`src/sv/pot_command_deadband_hysteresis_unit_defines.svh`:
```
// Assertion macros for the potentiometer command conditioner.
// Included by the top level; no other dependencies.
`ifndef POT_COMMAND_DEADBAND_HYSTERESIS_UNIT_DEFINES_SVH
`define POT_COMMAND_DEADBAND_HYSTERESIS_UNIT_DEFINES_SVH
`ifndef SYNTHESIS
// Same-cycle implication.
`define PCDH_ASSERT_IMP(label, clk, rst_n, ante, cons) \
  label: assert property (@(posedge clk) disable iff (!rst_n) (ante) |-> (cons)) \
    else $error("pcdh assertion failed");
// Next-cycle implication.
`define PCDH_ASSERT_NXT(label, clk, rst_n, ante, cons) \
  label: assert property (@(posedge clk) disable iff (!rst_n) (ante) |=> (cons)) \
    else $error("pcdh assertion failed");
`else
`define PCDH_ASSERT_IMP(label, clk, rst_n, ante, cons)
`define PCDH_ASSERT_NXT(label, clk, rst_n, ante, cons)
`endif
`endif

```
`src/sv/pcdh_pkg.sv`:
```
// Shared types and constants of the potentiometer command conditioner.
// No dependencies.
`default_nettype none
package pcdh_pkg;

  localparam int STEPS_PER_UNIT = 200;

  localparam int Q16_ONE    = 65536;
  localparam int IN_SCALE   = 16;
  localparam int MILLI      = 1000;
  localparam int HYST_WIDTH = 2;

  localparam int RAW_W   = 13;
  localparam int IN_TD_W = 16;
  localparam int OUT_W   = 9;
  localparam int OUT_TD_W = 16;
  localparam int DB_W    = 9;
  localparam int SAT_W   = 7;
  localparam int CFG_W   = 9;
  localparam int CFG_IDX_W = 1;

  localparam int DB_RESET  = 100;
  localparam int SAT_RESET = 20;

  // Magnitude of x = 1 - raw/4096 in Q16, at most 1.0.
  localparam int X_W    = 17;
  localparam int FRAC_W = 16;
  // Divider: numerator up to 65536*1000, divisor up to 1000.
  localparam int NUM_W  = 26;
  localparam int DEN_W  = 10;
  localparam int DENS_W = 12;
  localparam int CNT_W  = $clog2(NUM_W);

  localparam int STEP_W = $clog2(STEPS_PER_UNIT + 1);
  localparam int MAG_W  = STEP_W + 1;
  localparam int PROD_W = X_W + STEP_W;
  localparam int CMP_W  = 11;

  localparam int STEP_MAX     = 255;
  localparam int STEP_MIN_MAG = 256;

  localparam logic [CFG_IDX_W-1:0] CFG_DEAD_BAND  = 1'b0;
  localparam logic [CFG_IDX_W-1:0] CFG_SATURATION = 1'b1;

  typedef enum logic [1:0] {
    ST_IDLE,
    ST_DIV,
    ST_SCALE,
    ST_COMMIT
  } state_t;

  typedef struct packed {
    logic busy;
    logic done;
  } div_stat_t;

  typedef struct packed {
    logic             neg;
    logic [MAG_W-1:0] mag;
  } step_mag_t;

endpackage
`default_nettype wire

```
`src/sv/pcdh_serial_div.sv`:
```
// Bit-serial restoring divider, one quotient bit per cycle.
// Depends on pcdh_pkg.
`default_nettype none
module pcdh_serial_div
  import pcdh_pkg::*;
(
  input  wire logic             clk,
  input  wire logic             rst_n,
  input  wire logic             start,
  input  wire logic [NUM_W-1:0] num,
  input  wire logic [DEN_W-1:0] den,
  output logic      [NUM_W-1:0] quo,
  output div_stat_t             stat
);

  logic [DEN_W-1:0] rem_r, rem_nxt;
  logic [NUM_W-1:0] quo_r, quo_nxt;
  logic [DEN_W-1:0] den_r;
  logic [CNT_W-1:0] cnt_r;
  logic             busy_r;
  logic [DEN_W:0]   shifted;
  logic [DEN_W:0]   trial;
  logic             fits;
  logic             last;

  assign shifted = {rem_r, quo_r[NUM_W-1]};
  assign trial   = shifted - {1'b0, den_r};
  assign fits    = shifted >= {1'b0, den_r};
  assign last    = busy_r && (cnt_r == CNT_W'(NUM_W - 1));

  always_comb begin
    rem_nxt = fits ? trial[DEN_W-1:0] : shifted[DEN_W-1:0];
    quo_nxt = {quo_r[NUM_W-2:0], fits};
  end

  always_ff @(posedge clk) begin
    if (!rst_n) begin
      busy_r <= 1'b0;
      cnt_r  <= '0;
    end else if (start) begin
      busy_r <= 1'b1;
      cnt_r  <= '0;
    end else if (busy_r) begin
      busy_r <= !last;
      cnt_r  <= cnt_r + 1'b1;
    end
  end

  always_ff @(posedge clk) begin
    if (start) begin
      rem_r <= '0;
      quo_r <= num;
      den_r <= den;
    end else if (busy_r) begin
      rem_r <= rem_nxt;
      quo_r <= quo_nxt;
    end
  end

  assign quo       = quo_r;
  assign stat.busy = busy_r;
  assign stat.done = last;

endmodule
`default_nettype wire

```
`src/sv/pcdh_shaper.sv`:
```
// Dead band removal, clamp to full scale and scaling into command steps.
// Depends on pcdh_pkg.
`default_nettype none
module pcdh_shaper
  import pcdh_pkg::*;
(
  input  wire logic [NUM_W-1:0] y_mag,
  input  wire logic [NUM_W-1:0] dbq,
  input  wire logic             neg,
  output step_mag_t             sm
);

  logic [NUM_W-1:0]  past_band;
  logic [X_W-1:0]    m_clamped;
  logic [PROD_W-1:0] prod;

  always_comb begin
    past_band = (y_mag < dbq) ? '0 : (y_mag - dbq);
    if (past_band > NUM_W'(Q16_ONE)) begin
      m_clamped = X_W'(Q16_ONE);
    end else begin
      m_clamped = past_band[X_W-1:0];
    end
  end

  assign prod   = PROD_W'(m_clamped) * PROD_W'(STEPS_PER_UNIT);
  assign sm.neg = neg;
  assign sm.mag = prod[PROD_W-1:FRAC_W];

endmodule
`default_nettype wire

```
`src/sv/pcdh_hyst.sv`:
```
// Step saturation, hysteresis against the held step, and held step update.
// Depends on pcdh_pkg.
`default_nettype none
module pcdh_hyst
  import pcdh_pkg::*;
(
  input  wire logic             clk,
  input  wire logic             rst_n,
  input  wire step_mag_t        sm,
  input  wire logic             commit,
  output logic      [OUT_W-1:0] step_out
);

  logic signed [OUT_W-1:0] held_r, held_nxt;
  logic        [CMP_W-1:0] mag_ext;
  logic        [OUT_W-1:0] mag_sat;
  logic signed [OUT_W-1:0] step_s;
  logic signed [OUT_W:0]   diff;
  logic        [OUT_W:0]   abs_diff;
  logic        [OUT_W-1:0] chosen;

  always_comb begin
    mag_ext = CMP_W'(sm.mag);
    if (sm.neg) begin
      mag_sat = (mag_ext > CMP_W'(STEP_MIN_MAG)) ? OUT_W'(STEP_MIN_MAG) : OUT_W'(mag_ext);
      step_s  = $signed(OUT_W'(~mag_sat + 1'b1));
    end else begin
      mag_sat = (mag_ext > CMP_W'(STEP_MAX)) ? OUT_W'(STEP_MAX) : OUT_W'(mag_ext);
      step_s  = $signed(mag_sat);
    end
    diff     = {held_r[OUT_W-1], held_r} - {step_s[OUT_W-1], step_s};
    abs_diff = diff[OUT_W] ? (~diff + 1'b1) : diff;
    chosen   = (abs_diff < (OUT_W+1)'(HYST_WIDTH)) ? held_r : step_s;
    // Round toward zero to an even step.
    if (chosen[OUT_W-1] && chosen[0]) begin
      held_nxt = $signed(chosen + 1'b1);
    end else begin
      held_nxt = $signed({chosen[OUT_W-1:1], 1'b0});
    end
  end

  always_ff @(posedge clk) begin
    if (!rst_n) begin
      held_r <= '0;
    end else if (commit) begin
      held_r <= held_nxt;
    end
  end

  assign step_out = chosen;

endmodule
`default_nettype wire

```
`src/sv/pot_command_deadband_hysteresis_unit.sv`:
```
// Potentiometer command conditioner: gain, dead band, clamp, 1/200 steps, hysteresis.
// Items are taken only in the idle state, once the previous item has been committed to
// the output register. Two 26-step bit-serial dividers form the gain quotient and the
// dead band threshold. Reset is synchronous, active low: clears control state,
// loads the dead band and saturation registers with 100 and 20, zeroes the held step.
// Depends on pcdh_pkg, pcdh_serial_div, pcdh_shaper, pcdh_hyst and the defines header.
`default_nettype none
`include "pot_command_deadband_hysteresis_unit_defines.svh"
module pot_command_deadband_hysteresis_unit
  import pcdh_pkg::*;
(
  input  wire logic                 clk,
  input  wire logic                 rst_n,
  // Input item
  input  wire logic                 in_tvalid,
  output logic                      in_tready,
  input  wire logic [IN_TD_W-1:0]   in_tdata,   // [12:0] raw_sum
  // Result item
  output logic                      out_tvalid,
  input  wire logic                 out_tready,
  output logic      [OUT_TD_W-1:0]  out_tdata,  // [8:0] command_step
  // Configuration writes
  input  wire logic                 cfg_we,
  input  wire logic [CFG_IDX_W-1:0] cfg_index,
  input  wire logic [CFG_W-1:0]     cfg_wdata
);

  // Configuration registers.
  logic [DB_W-1:0]  db_r;
  logic [SAT_W-1:0] sat_r;

  always_ff @(posedge clk) begin
    if (!rst_n) begin
      db_r  <= DB_W'(DB_RESET);
      sat_r <= SAT_W'(SAT_RESET);
    end else if (cfg_we) begin
      case (cfg_index)
        CFG_DEAD_BAND:  db_r  <= cfg_wdata[DB_W-1:0];
        CFG_SATURATION: sat_r <= cfg_wdata[SAT_W-1:0];
        default: ;
      endcase
    end
  end

  // Sequencer.
  state_t state_r, state_nxt;
  logic   div_start;
  logic   scale_en;
  logic   commit;
  logic   out_valid_r;
  logic   out_free;

  div_stat_t y_stat, db_stat;

  assign out_free = !out_valid_r || out_tready;

  always_comb begin
    state_nxt = state_r;
    case (state_r)
      ST_IDLE:   if (in_tvalid) state_nxt = ST_DIV;
      ST_DIV:    if (y_stat.done) state_nxt = ST_SCALE;
      ST_SCALE:  state_nxt = ST_COMMIT;
      ST_COMMIT: if (out_free) state_nxt = ST_IDLE;
      default:   state_nxt = ST_IDLE;
    endcase
  end

  always_comb begin
    in_tready = 1'b0;
    div_start = 1'b0;
    scale_en  = 1'b0;
    commit    = 1'b0;
    case (state_r)
      ST_IDLE: begin
        in_tready = 1'b1;
        div_start = in_tvalid;
      end
      ST_SCALE:  scale_en = 1'b1;
      ST_COMMIT: commit   = out_free;
      default: ;
    endcase
  end

  always_ff @(posedge clk) begin
    if (!rst_n) begin
      state_r <= ST_IDLE;
    end else begin
      state_r <= state_nxt;
    end
  end

  // Front end: x = 1 - raw/4096 as sign and Q16 magnitude, times 1000,
  // and the gain denominator, floored at one.
  logic [RAW_W-1:0]       raw;
  logic [X_W:0]           raw_q16;
  logic                   x_neg;
  logic [X_W:0]           x_mag_w;
  logic [NUM_W-1:0]       y_num;
  logic signed [DENS_W-1:0] den_s;
  logic [DEN_W-1:0]       den;
  logic [NUM_W-1:0]       db_num;
  logic                   x_neg_r;

  assign raw     = in_tdata[RAW_W-1:0];
  assign raw_q16 = (X_W+1)'(raw) * (X_W+1)'(IN_SCALE);
  assign x_neg   = raw_q16 > (X_W+1)'(Q16_ONE);

  always_comb begin
    if (x_neg) begin
      x_mag_w = raw_q16 - (X_W+1)'(Q16_ONE);
    end else begin
      x_mag_w = (X_W+1)'(Q16_ONE) - raw_q16;
    end
    den_s = $signed(DENS_W'(MILLI) - DENS_W'({db_r, 1'b0}) - DENS_W'({sat_r, 1'b0}));
    // Non-positive denominator: take one, the largest gain.
    if (den_s < $signed(DENS_W'(1))) begin
      den = DEN_W'(1);
    end else begin
      den = den_s[DEN_W-1:0];
    end
  end

  assign y_num  = NUM_W'(x_mag_w[X_W-1:0]) * NUM_W'(MILLI);
  // Dead band threshold in Q16, rounded to nearest.
  assign db_num = NUM_W'({db_r, FRAC_W'(0)}) + NUM_W'(MILLI / 2);

  always_ff @(posedge clk) begin
    if (div_start) begin
      x_neg_r <= x_neg;
    end
  end

  logic [NUM_W-1:0] y_mag;
  logic [NUM_W-1:0] dbq;

  pcdh_serial_div u_div_gain (
    .clk   (clk),
    .rst_n (rst_n),
    .start (div_start),
    .num   (y_num),
    .den   (den),
    .quo   (y_mag),
    .stat  (y_stat)
  );

  pcdh_serial_div u_div_band (
    .clk   (clk),
    .rst_n (rst_n),
    .start (div_start),
    .num   (db_num),
    .den   (DEN_W'(MILLI)),
    .quo   (dbq),
    .stat  (db_stat)
  );

  // Dead band, clamp and step scaling; hold the product-derived magnitude.
  step_mag_t sm_nxt, sm_r;

  pcdh_shaper u_shaper (
    .y_mag (y_mag),
    .dbq   (dbq),
    .neg   (x_neg_r),
    .sm    (sm_nxt)
  );

  always_ff @(posedge clk) begin
    if (scale_en) begin
      sm_r <= sm_nxt;
    end
  end

  // Hysteresis and output register.
  logic [OUT_W-1:0] step_out;
  logic [OUT_W-1:0] out_step_r;

  pcdh_hyst u_hyst (
    .clk      (clk),
    .rst_n    (rst_n),
    .sm       (sm_r),
    .commit   (commit),
    .step_out (step_out)
  );

  always_ff @(posedge clk) begin
    if (!rst_n) begin
      out_valid_r <= 1'b0;
    end else if (commit) begin
      out_valid_r <= 1'b1;
    end else if (out_tready) begin
      out_valid_r <= 1'b0;
    end
  end

  always_ff @(posedge clk) begin
    if (commit) begin
      out_step_r <= step_out;
    end
  end

  assign out_tvalid = out_valid_r;
  assign out_tdata  = OUT_TD_W'(out_step_r);

  // Checks.
  `PCDH_ASSERT_NXT(a_accept_starts_div, clk, rst_n, in_tvalid && in_tready, state_r == ST_DIV)
  `PCDH_ASSERT_IMP(a_done_in_div, clk, rst_n, y_stat.done || db_stat.done, state_r == ST_DIV)
  `PCDH_ASSERT_IMP(a_div_lockstep, clk, rst_n, state_r == ST_DIV, y_stat.busy && db_stat.busy)

endmodule
`default_nettype wire

```
`config.mk`:
```
export PLATFORM = sky130hd
export DESIGN_NAME = pot_command_deadband_hysteresis_unit
export DESIGN_NICKNAME = d
export VERILOG_FILES = /design/src/sv/pcdh_pkg.sv /design/src/sv/pcdh_serial_div.sv /design/src/sv/pcdh_shaper.sv /design/src/sv/pcdh_hyst.sv /design/src/sv/pot_command_deadband_hysteresis_unit.sv
export VERILOG_INCLUDE_DIRS = /design/src /design/src/sv
export SDC_FILE = /design/constraint.sdc
export NUM_CORES = 1
export LEC_CHECK = 0
export ABC_CLOCK_PERIOD_IN_PS = 6700
export BUFFER_PORTS_ARGS = -buffer_cell sky130_fd_sc_hd__buf_2
export CAP_MARGIN = 10
export CORE_AREA = 2 2 160 162
export CTS_BUF_LIST = sky130_fd_sc_hd__clkbuf_16
export CTS_CLUSTER_SIZE = 30
export DETAILED_ROUTE_END_ITERATION = 16
export DIE_AREA = 0 0 162 164
export PLACE_DENSITY_LB_ADDON = 0.05
export SLEW_MARGIN = 20
export SYNTH_ARGS = -nofsm -noshare
export SYNTH_HDL_FRONTEND = slang
export SYNTH_SLANG_ARGS = --single-unit
```
`constraint.sdc`:
```
create_clock -name clk -period 6.7 [get_ports clk]
set_clock_uncertainty 0.05 [all_clocks]
set_input_delay 0.335 -clock clk [delete_from_list [all_inputs] [get_ports clk]]
set_output_delay 0.335 -clock clk [all_outputs]
set_load 0.05 [all_outputs]
```
# Word level (Yosys, flattened, before mapping)
# Index checks and enable logic that the tools add are counted.
word_totals:
  out_inout_bits: 18
  in_bits: 31
  regBits: 142
  mem_count: 0
  rom_bits: 0
  latch_bits: 0
  ramBits: 0
classes:
  eq_ne: 8
  addsub: 14
  mul: 2
  shifts: 0
  bitwise_logic: 4
  reduce_logical: 15
  div_mod_pow: 0
  n_lt_le_gt_ge: 9
  mux: 29
ops:
  columns: ["op", "count"]
  rows:
  - ["26-bit two-way mux", 5]
  - ["9-bit two-way mux", 5]
  - ["17-bit two-way mux", 2]
  - ["10-bit two-way mux", 3]
  - ["25-bit by 9-bit adder with 26-bit output, second input constant", 1]
  - ["26-bit by 17-bit > comparator with 1-bit output, second input constant", 1]
  - ["26-bit < comparator", 1]
  - ["26-bit subtractor", 1]
  - ["17-bit by 7-bit multiplier with 23-bit output, second input constant", 1]
  - ["17-bit by 5-bit multiplier with 22-bit output, second input constant", 1]
  - ["9-bit by 1-bit adder with 9-bit output, second input constant", 2]
  - ["17-bit > comparator, second input constant", 1]
  - ["17-bit subtractor, first input constant", 1]
  - ["17-bit subtractor, second input constant", 1]
  - ["12-bit by 2-bit < comparator with 1-bit output, second input constant", 1]
  - ["11-bit by 9-bit subtractor with 12-bit output", 1]
  - ["11-bit by 10-bit >= comparator with 1-bit output", 1]
  - ["11-bit by 10-bit >= comparator with 1-bit output, second input constant", 1]
  - ["10-bit by 10-bit subtractor with 11-bit output, first input constant", 1]
  - ["10-bit by 1-bit adder with 10-bit output, second input constant", 1]
  - ["5-bit by 1-bit adder with 5-bit output, second input constant", 2]
  - ["5-bit == test, second input constant", 2]
  - ["10-bit by 2-bit < comparator with 1-bit output, second input constant", 1]
  - ["1-bit two-way mux", 10]
  - ["22 further kinds", 34]

# Depth between registers and ports, before layout
# Gate-level depths: netlist of the first run.
depth:
  word_depth: 13
  ltp_mapped: 31

# Cells and area by module
# From an unflattened synthesis of the first run, not the netlist that was laid out.
hier_totals:
  cells_unflattened: 1695
  area_unflattened_um2: 15272.1
by_module_without_submodules:
  columns: ["mod", "area_each_um2", "seq_area_each_um2", "cells_each", "n_inst"]
  rows:
  - ["pcdh_serial_div", 2693.8, 1401.3, 230, 2]
  - ["pot_command_deadband_hysteresis_unit", 4695.8, 980.9, 524, 1]
  - ["pcdh_shaper", 3417.0, 0.0, 460, 1]
  - ["pcdh_hyst", 1771.7, 180.2, 251, 1]

# Worst setup path after synthesis of the first run
# OpenSTA, ideal clock, no wires.
synth_path:
  path_kind: "reg-to-reg"
  from: "register u_div_band.quo_r[2] (netlist: u_div_band.quo[2])"
  to: "register sm_r[8] (netlist name) (data pin)"
  t_arrival_ns: 6.361
  path_slack_ns: 0.131
  path_stages_with_launch: 29
  t_required_ns: 6.492
  cell_sequence: "edfxtp_1 inv_1 ha_1 nor2b_1 o2111a_1 or4_1 a2111oi_0 o2111ai_1 nor4_1 or2_2 nand3_2 or2_2 inv_1 ha_1 ha_1 inv_1 fa_1 inv_1 ha_1 a21oi_1 nand2_1 a21oi_1 nor2_1 o21ai_0 o21ai_0 a21o_2 o41ai_4 or4b_1 o211ai_1"
synth_lines:
  columns: ["element", "line", "source"]
  rows:
  - ["from (decl)", "pcdh_serial_div.sv:17", "logic [NUM_W-1:0] quo_r, quo_nxt;"]
  - ["from (signal assigned)", "pcdh_serial_div.sv:52", "quo_r <= num;"]
  - ["from (signal assigned)", "pcdh_serial_div.sv:56", "quo_r <= quo_nxt;"]
  - ["to (signal assigned)", "pot_command_deadband_hysteresis_unit.sv:168", "sm_r <= sm_nxt;"]
  - ["to (decl)", "pot_command_deadband_hysteresis_unit.sv:157", "step_mag_t sm_nxt, sm_r;"]

==> impl_metrics.env, run 1 <==
export IMPL_synthFlopType="edfxtp_1"
export IMPL_power_switching_uw=3510
export IMPL_critical_path_max_stage_delay_ns=0.47
export IMPL_worstSetupPathType="flop to flop"
export IMPL_first_global_vias=10500
export IMPL_clk_path_buf_depth=2
export IMPL_hpwl_mm=23.1
export IMPL_nets=1893
export IMPL_sequentialPowerShare_pct=20.1
export IMPL_slew_headroom_pct=36.6
export IMPL_power_leakage_uw=0.00715
export IMPL_fin_crit_ns=6.56
export IMPL_port_buffers=38
export IMPL_worstPathArrival_ns=6.79
export IMPL_ir_worst_vdd_uv=247
export IMPL_p_comb_share_pct=67.0
export IMPL_cp_max_fo=4
export IMPL_firstDrtPassIters=5
export IMPL_switching_share_pct=46.8
export IMPL_antenna_cells=0
export IMPL_ant_nets=0
export IMPL_io_pins=49
export IMPL_wl_per_cell_microns=14.9
export IMPL_areaGrowthSynthToFinish_pct=13.3
export IMPL_cts_tree="yes"
export IMPL_worstMarginPinSlew_ns=0.949
export IMPL_hold_ws_ns=0.0960
export IMPL_ys_types=91
export IMPL_vias_per_cell=5.49
export IMPL_period_share_pct=97.9
export IMPL_cts_max_level=4
export IMPL_place_ws_ns=-0.232
export IMPL_start_util_pct=54.3
export IMPL_finalNonFillerCells=1991
export IMPL_finalWirelength_mm=29.6
export IMPL_dp_cells=1956
export IMPL_cts_num_sinks=142
export IMPL_dr_first_iter_drc_count=676
export IMPL_numCtsBuffers=17
export IMPL_cp_end_kind="flop"
export IMPL_power_frac_clock_pct=13.0
export IMPL_grt_overflow=0
export IMPL_layout_setup_ws_ns=0.138
export IMPL_async_flop_share_pct=0
export IMPL_vias=10900
export IMPL_setup_viol=0
export IMPL_synthCells=1553
export IMPL_die_x_microns=162
export IMPL_cp_slowest_cell="or4b_1"
export IMPL_ys_warn_count=0
export IMPL_ys_seq_area_share_pct=27.0
export IMPL_hold_viol=0
export IMPL_drc=0
export IMPL_path_buf_inv=5
export IMPL_p_int_uw=3990
export IMPL_grt_usage_pct=22.9
export IMPL_cap_viol_max_count=0
export IMPL_grt_pass1_wl_mm=49.9
export IMPL_path_clk_slew_ns=0.07
export IMPL_antenna_found_initial=0
export IMPL_synth_edf_count=79
export IMPL_critPathLaunchType="flop"
export IMPL_core_sq_um=24800
export IMPL_status="finished clean"
export IMPL_grt_max_degree=61
export IMPL_crit_family="simple AND/OR/NAND/NOR gates"
export IMPL_die_area_sq_um=26600
export IMPL_clk_latency_ns=0.43
export IMPL_root_buffer="clkbuf_16"
export IMPL_synth_area_per_cell_sq_um=8.67
export IMPL_die_h_microns=164
export IMPL_p_total_uw=7500
export IMPL_place_congestion=0.869
export IMPL_slew_violations=0
export IMPL_rrSetupSlack_ns=0.14
export IMPL_hp_class="input pin to flop"
export IMPL_ys_ff_latch=142
export IMPL_num_rows=58
export IMPL_cp_required_ns=6.93
export IMPL_power_density_nw_per_um2=491
export IMPL_fmax_mhz=152
export IMPL_drive_gt1_share_pct=13.2
export IMPL_syn_area_sq_um=13500
-- layout by cell type (no fill, tap or decap), drive strengths merged, types with 8 or more instances in the layout --
| cell type | synthesis | layout |
|---|---|---|
| inv | 214 | 223 |
| ha | 156 | 156 |
| nand2 | 130 | 130 |
| nor2 | 124 | 124 |
| buf | 30 | 123 |
| edfxtp | 79 | 79 |
| o21ai | 79 | 79 |
| a21oi | 73 | 73 |
| dfxtp | 63 | 63 |
| nand3 | 62 | 62 |
| fa | 58 | 58 |
| xnor2 | 40 | 40 |
| xor2 | 40 | 40 |
| nor3 | 29 | 29 |
| a21o | 24 | 24 |
| nand4 | 23 | 23 |
| mux2i | 22 | 22 |
| o21a | 20 | 20 |
| nor2b | 18 | 18 |
| and3 | 17 | 17 |
| clkbuf | 23 | 17 |
| a21boi | 17 | 17 |
| a31oi | 16 | 16 |
| nand2b | 14 | 14 |
| or3 | 14 | 14 |
| o211ai | 13 | 13 |
| or2 | 13 | 13 |
| o21bai | 10 | 10 |
| o31ai | 9 | 9 |
| a211oi | 9 | 9 |
| nor4 | 8 | 8 |
-- cell usage after synthesis, types with 7 or more instances --
| library cell | count | area (sq um) |
|---|---|---|
| nor2_1 | 123 | 462 |
| o31ai_1 | 9 | 67.6 |
| buf_2 | 12 | 60.1 |
| nor2b_1 | 18 | 113 |
| xor2_1 | 40 | 350 |
| ha_1 | 156 | 1950 |
| edfxtp_1 | 79 | 2370 |
| nor3_1 | 29 | 145 |
| a21o_1 | 23 | 173 |
| a211oi_1 | 9 | 67.6 |
| and3_1 | 17 | 106 |
| a31oi_1 | 15 | 93.8 |
| dfxtp_1 | 63 | 1260 |
| a21oi_1 | 71 | 355 |
| or2_2 | 11 | 68.8 |
| nand3_1 | 61 | 305 |
| xnor2_1 | 40 | 350 |
| nand2_1 | 129 | 484 |
| o21bai_1 | 10 | 75.1 |
| o211ai_1 | 13 | 97.6 |
| buf_4 | 8 | 60.1 |
| buf_1 | 9 | 33.8 |
| a21boi_0 | 16 | 120 |
| nand4_1 | 23 | 144 |
| o21a_1 | 20 | 150 |
| o311ai_0 | 7 | 61.3 |
| inv_1 | 214 | 803 |
| mux2i_1 | 22 | 220 |
| clkbuf_1 | 22 | 82.6 |
| nor4_1 | 8 | 50.1 |
| o21ai_0 | 73 | 365 |
| fa_1 | 58 | 1160 |
| nand2b_1 | 14 | 87.6 |
| or3_1 | 13 | 81.3 |
-- area by class of cell --
class                   count  area (sq um)
clock inverters            15           170
flip-flops and latches    142          3630
clock buffers              17           425
fillers                  2219          9550
inverters                 214           803
repair buffers            123           836
multi-input cells        1150          8990
well taps                 330           413
-- sequential cells by signal, summed over array words and instances, names as in the netlist, 2 cells and up --
signal            count
db_r                  9
out_step_r            9
sat_r                 7
sm_r                 10
state_r               2
u_div_band.cnt_r      5
u_div_band.quo       26
u_div_band.rem_r     10
u_div_gain.cnt_r      5
u_div_gain.den_r     10
u_div_gain.quo       26
u_div_gain.rem_r     10
u_hyst.held_r         9
-- worst min-delay path, delay by kind of cell --
| kind | cells | cell delay [ns] |
|---|---|---|
| simple gates | 2 | 0.11 |
| buf+inv | 1 | 0.09 |
-- per-layer routing --
layer  part of all wire (%)  GRT usage, %  vias to the layer above  wire [microns]
li1                       -             -                     5607               -
met1                     49          32.0                     5147           14600
met2                     47          38.3                      156           13900
met3                    2.9          2.90                       26             856
met4                    1.1          4.71                        0             314
met5                      0             0                        -               0
-- stage by stage --
step	setup TNS [ns]	utilization (%)	area, sq um
3_3_place_gp	-0.148	58.3	14500
2_1_floorplan	0	-	13500
6_report	0	61.5	15300
4_1_cts	0	60.8	15100
3_5_place_dp	-0.381	58.3	14500
5_1_grt	-0.112	61.5	15300
-- final timing paths --
| kind | cells after the start | startpoint | to |
|---|---|---|---|
| worst min register to register | 2 | u_div_band.rem_r[9] | u_div_band.rem_r[9] |
| worst min-delay path | 3 | cfg_wdata[2] | db_r[2] |
| worst max register to register | 28 | u_div_band.quo[2] | sm_r[8] |
| worst max-delay path | 28 | u_div_band.quo[2] | sm_r[8] |
-- kinds of logic (layout without fill, tap and decap cells) --
kind of cell    Yosys count  after routing  synth area share (%)
compound gates          335            335                  17.1
xor+xnor                 81             81                  5.38
fa+ha+maj               214            214                  23.1
buf+inv                 267            369                  7.84
flops                   142            142                  27.0
mux                      28             28                  2.14
other cells               1              7                0.0278
simple gates            485            485                  17.5
-- power groups by stage --
stage	logic, uW	registers (uW)	clock network [uW]
after CTS	4920	1500	995
final	5020	1500	973
after detailed placement	4850	1520	0
after global routing	5640	1540	1030
after floorplan	3660	1460	0
after global placement	4810	1510	0
-- repair_timing --
item                                    4_1_cts  5_1_grt
setup buffers                                 0        3
endpoints found under the setup margin        3        4
pin swaps                                     3       23
gates resized for setup                       9       35
endpoints found under the hold margin         0        0
hold buffers                                  0        0
(Power assumes the default switching activity.)
==> run 2: changes to the inputs <==
--- a/config.mk
+++ b/config.mk
@@ -9,11 +9,13 @@
 export ABC_CLOCK_PERIOD_IN_PS = 6700
 export BUFFER_PORTS_ARGS = -buffer_cell sky130_fd_sc_hd__buf_2
 export CAP_MARGIN = 10
-export CORE_AREA = 2 2 160 162
+export CELL_PAD_IN_SITES_DETAIL_PLACEMENT = 0
+export CELL_PAD_IN_SITES_GLOBAL_PLACEMENT = 1
+export CORE_AREA = 2 2 177 179
 export CTS_BUF_LIST = sky130_fd_sc_hd__clkbuf_16
 export CTS_CLUSTER_SIZE = 30
 export DETAILED_ROUTE_END_ITERATION = 16
-export DIE_AREA = 0 0 162 164
+export DIE_AREA = 0 0 179 181
 export PLACE_DENSITY_LB_ADDON = 0.05
 export SLEW_MARGIN = 20
 export SYNTH_ARGS = -nofsm -noshare
==> impl_metrics.env, run 2 (same netlist as run 1, synthesis figures left out) <==
export IMPL_setup_tns_final_ns=0
export IMPL_cts_tree="yes"
export IMPL_fin_crit_ns=6.51
export IMPL_slew_violations=0
export IMPL_vias=11000
export IMPL_numCtsBuffers=17
export IMPL_regToRegEndpoint="sm_r[8]"
export IMPL_cap_viol_max_count=0
export IMPL_cp_slowest_cell="fa_1"
export IMPL_die_area_sq_um=32400
export IMPL_cp_end_kind="flop"
export IMPL_grt_overflow=0
export IMPL_worstReg2RegStart="u_div_band.quo[0]"
export IMPL_fmax_mhz=154
export IMPL_core_sq_um=30300
export IMPL_critPathLaunchType="flop"
export IMPL_antenna_cells=0
export IMPL_first_global_vias=10700
export IMPL_num_rows=64
export IMPL_nets=1932
export IMPL_power_density_nw_per_um2=494
export IMPL_placed_area_sq_um=14800
export IMPL_cp_required_ns=6.93
export IMPL_place_ws_ns=-0.337
export IMPL_hold_viol=0
export IMPL_worstMarginPinSlew_ns=0.966
export IMPL_place_congestion=0.853
export IMPL_cp_common_cell="a21o_1"
export IMPL_setup_viol=0
export IMPL_ir_worst_vdd_uv=252
export IMPL_root_buffer="clkbuf_16"
export IMPL_grt_usage_pct=20.2
export IMPL_die_x_microns=179
export IMPL_cts_max_level=4
export IMPL_rsz0062_at_grt="yes"
export IMPL_cp_max_fo=6
export IMPL_ant_nets=0
export IMPL_layout_setup_ws_ns=0.186
export IMPL_power_leakage_uw=0.00733
export IMPL_hpwl_mm=24.9
export IMPL_port_buffers=38
export IMPL_wl_per_cell_microns=15.1
export IMPL_critical_path_max_stage_delay_ns=0.49
export IMPL_dr_first_iter_drc_count=594
export IMPL_layout_commonest_cell="inv_1"
export IMPL_status="finished clean"
export IMPL_antenna_found_initial=0
export IMPL_postLayoutCoreUtil_pct=51.9
export IMPL_areaGrowthSynthToFinish_pct=17.0
export IMPL_period_share_pct=97.2
export IMPL_hp_class="input pin to flop"
export IMPL_fin_area_sq_um=15800
export IMPL_vias_per_cell=5.24
export IMPL_worstSetupPathType="flop to flop"
export IMPL_drc=0
export IMPL_worstPathArrival_ns=6.74
export IMPL_grt_max_degree=62
export IMPL_clk_latency_ns=0.44
export IMPL_cts_num_sinks=142
export IMPL_final_cell_mix="204 x inv_1, 147 x ha_1, 129 x nand2_1"
export IMPL_grt_pass1_wl_mm=53.0
export IMPL_rrSetupSlack_ns=0.19
export IMPL_drive_gt1_share_pct=16.1
export IMPL_r2r_cells=30
export IMPL_start_util_pct=44.4
export IMPL_die_h_microns=181
export IMPL_slew_headroom_pct=35.6
export IMPL_path_clk_slew_ns=0.07
export IMPL_firstDrtPassIters=5
export IMPL_io_pins=49
export IMPL_clk_path_buf_depth=2
export IMPL_setup_worst_path_end="sm_r[8]"
export IMPL_crit_start="u_div_band.quo[0]"
export IMPL_finalWirelength_mm=31.7
## run 2: cell types whose count changed in the layout (fill, tap and decap cells not counted), moves of 3 or more
cell   change
inv_2      +3
ha_1       -5
buf_4     +40
inv_1      -3
inv_8      -7
ha_4       +5
## run 2: area by class of cell
class | count | area (sq um)
Tap cell | 396 | 495
Fill cell | 2930 | 14600
Multi-Input combinational cell | 1150 | 9090
Clock buffer | 19 | 475
Inverter | 214 | 806
Sequential cell | 142 | 3630
Clock inverter | 13 | 134
Timing Repair Buffer | 162 | 1130
## run 2: worst min-delay path by stage
| stage | startpoint | endpoint | slack, ns | cells after the start |
|---|---|---|---|---|
| after floorplan | x_neg_r | sm_r[9] | 0.35 | 0 |
| after global routing | cfg_wdata[2] | sat_r[2] | 0.10 | 3 |
| after detailed placement | u_div_gain.rem_r[9] | u_div_gain.rem_r[9] | 0.40 | 2 |
| after CTS | cfg_wdata[2] | db_r[2] | 0.06 | 3 |
| final | cfg_wdata[2] | db_r[2] | 0.08 | 3 |
| after global placement | u_div_band.rem_r[9] | u_div_band.rem_r[9] | 0.39 | 2 |
## run 2: critical path, delay by kind of cell, from the launching register on
family | cells | cell delay, ns
AO/OA/AOI/OAI | 12 | 2.21
adder cells (fa/ha/maj) | 6 | 1.79
AND/OR/NAND/NOR | 6 | 1.29
buffers and inverters | 6 | 0.57
flip-flops | 1 | 0.42
## run 2: timing repair
item	4_1_cts	5_1_grt
pin swaps	2	34
setup endpoints to repair	4	4
hold buffers	0	0
buffers inserted	0	10
gates resized for setup	11	53
## run 2: stage by stage
step / hold WS [ns] / std cells / total power, uW
2_1_floorplan: 0.350 / 1559 / 5120
5_1_grt: 0.101 / 2096 / 8560
3_5_place_dp: 0.396 / 2055 / 6630
4_1_cts: 0.0592 / 2087 / 7690
6_report: 0.0828 / 2096 / 7780
3_3_place_gp: 0.390 / 2055 / 6600
## run 2: metal layers
layer,up-vias,routed length [microns],GRT usage (%)
met1,5180,16100,28.6
met4,0,287,3.84
met3,18,676,2.88
met5,-,0,0
li1,5677,-,-
met2,103,14600,32.8
## run 2: where the power goes
part	switching (uW)	internal, uW	leakage (uW)
registers	192	1310	0.00128
logic	3000	2300	0.00575
clock network	386	591	0.000303
==> run 3: changes to the inputs <==
--- a/config.mk
+++ b/config.mk
@@ -16,8 +16,8 @@
 export CTS_CLUSTER_SIZE = 30
 export DETAILED_ROUTE_END_ITERATION = 16
 export DIE_AREA = 0 0 179 181
+export MAX_ROUTING_LAYER = met4
 export PLACE_DENSITY_LB_ADDON = 0.05
-export SLEW_MARGIN = 20
 export SYNTH_ARGS = -nofsm -noshare
 export SYNTH_HDL_FRONTEND = slang
 export SYNTH_SLANG_ARGS = --single-unit
==> impl_metrics.env, run 3 (same netlist as run 1, synthesis figures left out) <==
export IMPL_die_area_sq_um=32400
export IMPL_dr_wl_met2_mm=14.6
export IMPL_io_pins=49
export IMPL_critical_path_max_stage_delay_ns=0.49
export IMPL_p_comb_share_pct=68.1
export IMPL_status="finished clean"
export IMPL_postLayoutCoreUtil_pct=51.9
export IMPL_critPathLaunchType="flop"
export IMPL_numCtsBuffers=17
export IMPL_dp_cells=2055
export IMPL_first_global_vias=10700
export IMPL_vias_per_cell=5.25
export IMPL_antenna_cells=0
export IMPL_root_buffer="clkbuf_16"
export IMPL_fmax_mhz=153
export IMPL_dr_first_iter_drc_count=602
export IMPL_drive_gt1_share_pct=16.1
export IMPL_routed_top_layer="met4"
export IMPL_die_x_microns=179
export IMPL_cp_required_ns=6.93
export IMPL_fin_crit_ns=6.53
export IMPL_power_density_nw_per_um2=494
export IMPL_ant_nets=0
export IMPL_wl_met3_microns=710
export IMPL_place_congestion=0.866
export IMPL_cts_tree="yes"
export IMPL_hold_ws_ns=0.0843
export IMPL_hpwl_mm=24.9
export IMPL_cts_num_sinks=142
export IMPL_finalWirelength_mm=31.7
export IMPL_die_h_microns=181
export IMPL_placed_area_sq_um=14800
export IMPL_clk_path_buf_depth=2
export IMPL_cap_viol_max_count=0
export IMPL_antenna_found_initial=0
export IMPL_cp_end_kind="flop"
export IMPL_drc=0
export IMPL_nets=1932
export IMPL_slew_violations=0
export IMPL_layout_commonest_cell="inv_1"
export IMPL_hold_viol=0
export IMPL_rsz0062_at_grt="yes"
export IMPL_power_switching_uw=3580
export IMPL_firstDrtPassIters=5
export IMPL_final_cell_mix="204 x inv_1, 147 x ha_1, 129 x nand2_1"
export IMPL_power_frac_clock_pct=12.6
export IMPL_ir_worst_vdd_uv=251
export IMPL_slew_headroom_pct=35.7
export IMPL_grt_usage_pct=20.8
export IMPL_fillers=2930
export IMPL_cp_max_fo=6
export IMPL_areaGrowthSynthToFinish_pct=17.0
export IMPL_cp_slowest_cell="fa_1"
export IMPL_worstSetupPathType="flop to flop"
export IMPL_clk_latency_ns=0.44
export IMPL_num_rows=64
export IMPL_m1WireLength_mm=16.1
export IMPL_sequentialPowerShare_pct=19.3
export IMPL_switching_share_pct=46.0
export IMPL_p_int_uw=4200
export IMPL_wl_per_cell_microns=15.1
export IMPL_finalNonFillerCells=2096
export IMPL_cts_max_level=4
export IMPL_worstPathArrival_ns=6.76
export IMPL_port_buffers=38
export IMPL_grt_pass1_wl_mm=53.0
export IMPL_path_clk_slew_ns=0.07
export IMPL_vias=11000
export IMPL_cp_common_cell="a21o_1"
export IMPL_core_sq_um=30300
export IMPL_power_leakage_uw=0.00733
export IMPL_worstMarginPinSlew_ns=0.963
export IMPL_grt_overflow=0
export IMPL_hp_class="input pin to flop"
export IMPL_grt_max_degree=62
export IMPL_start_util_pct=44.4
export IMPL_fin_area_sq_um=15800
export IMPL_setup_viol=0
export IMPL_period_share_pct=97.5
run 3: layout make-up:
type,instances,area [sq um],share of cell area [%]
clock buffers,19,475,3.02
well taps,396,495,3.14
inverters,214,806,5.11
multi-input cells,1150,9090,57.7
clock inverters,13,134,0.849
flip-flops and latches,142,3630,23.1
repair buffers,162,1130,7.16
run 3: path summary, 6_finish.rpt:
kind | from | to | slack, ns | cells after the start
setup / recovery | u_div_band.quo[0] | sm_r[8] | 0.17 | 30
hold / removal | cfg_wdata[2] | db_r[2] | 0.08 | 3
setup reg to reg | u_div_band.quo[0] | sm_r[8] | 0.17 | 30
hold reg to reg | u_div_band.rem_r[9] | u_div_band.rem_r[9] | 0.41 | 2
run 3: worst max-delay path, delay by kind of cell (launching register included):
family                   cells  cell delay, ns
AO/OA/AOI/OAI               12            2.23
adder cells (fa/ha/maj)      6            1.79
buffers and inverters        6            0.57
flip-flops                   1            0.42
AND/OR/NAND/NOR              6            1.28
run 3: timing repair:
item / CTS / global route
resized for setup: 11 / 53
hold buffers: 0 / 0
buffers inserted: 0 / 10
pin swaps: 2 / 34
endpoints found under the setup margin: 4 / 4
hold endpoints to repair: 0 / 0
run 3: per-layer routing:
metal  vias to the layer above  GRT usage, %
met1                      5189          28.6
li1                       5678             -
met3                        17          2.88
met2                       114          32.8
met5                         -             -
met4                         0          3.84
run 3: metrics by stage:
step | TNS [ns] | worst slack, ns | total power, uW
floorplan | 0 | 0.131 | 5120
global placement | -0.310 | -0.188 | 6600
detailed placement | -0.731 | -0.337 | 6630
CTS | 0 | 0.00697 | 7690
global route | -0.105 | -0.105 | 8560
finish | 0 | 0.168 | 7790
run 3: power groups by stage:
stage | logic (uW) | clock network [uW] | registers, uW
2_1_floorplan | 3660 | 0 | 1460
3_3_place_gp | 5090 | 0 | 1510
3_5_place_dp | 5110 | 0 | 1520
4_1_cts | 5190 | 1010 | 1500
5_1_grt | 5980 | 1040 | 1540
6_report | 5310 | 978 | 1500
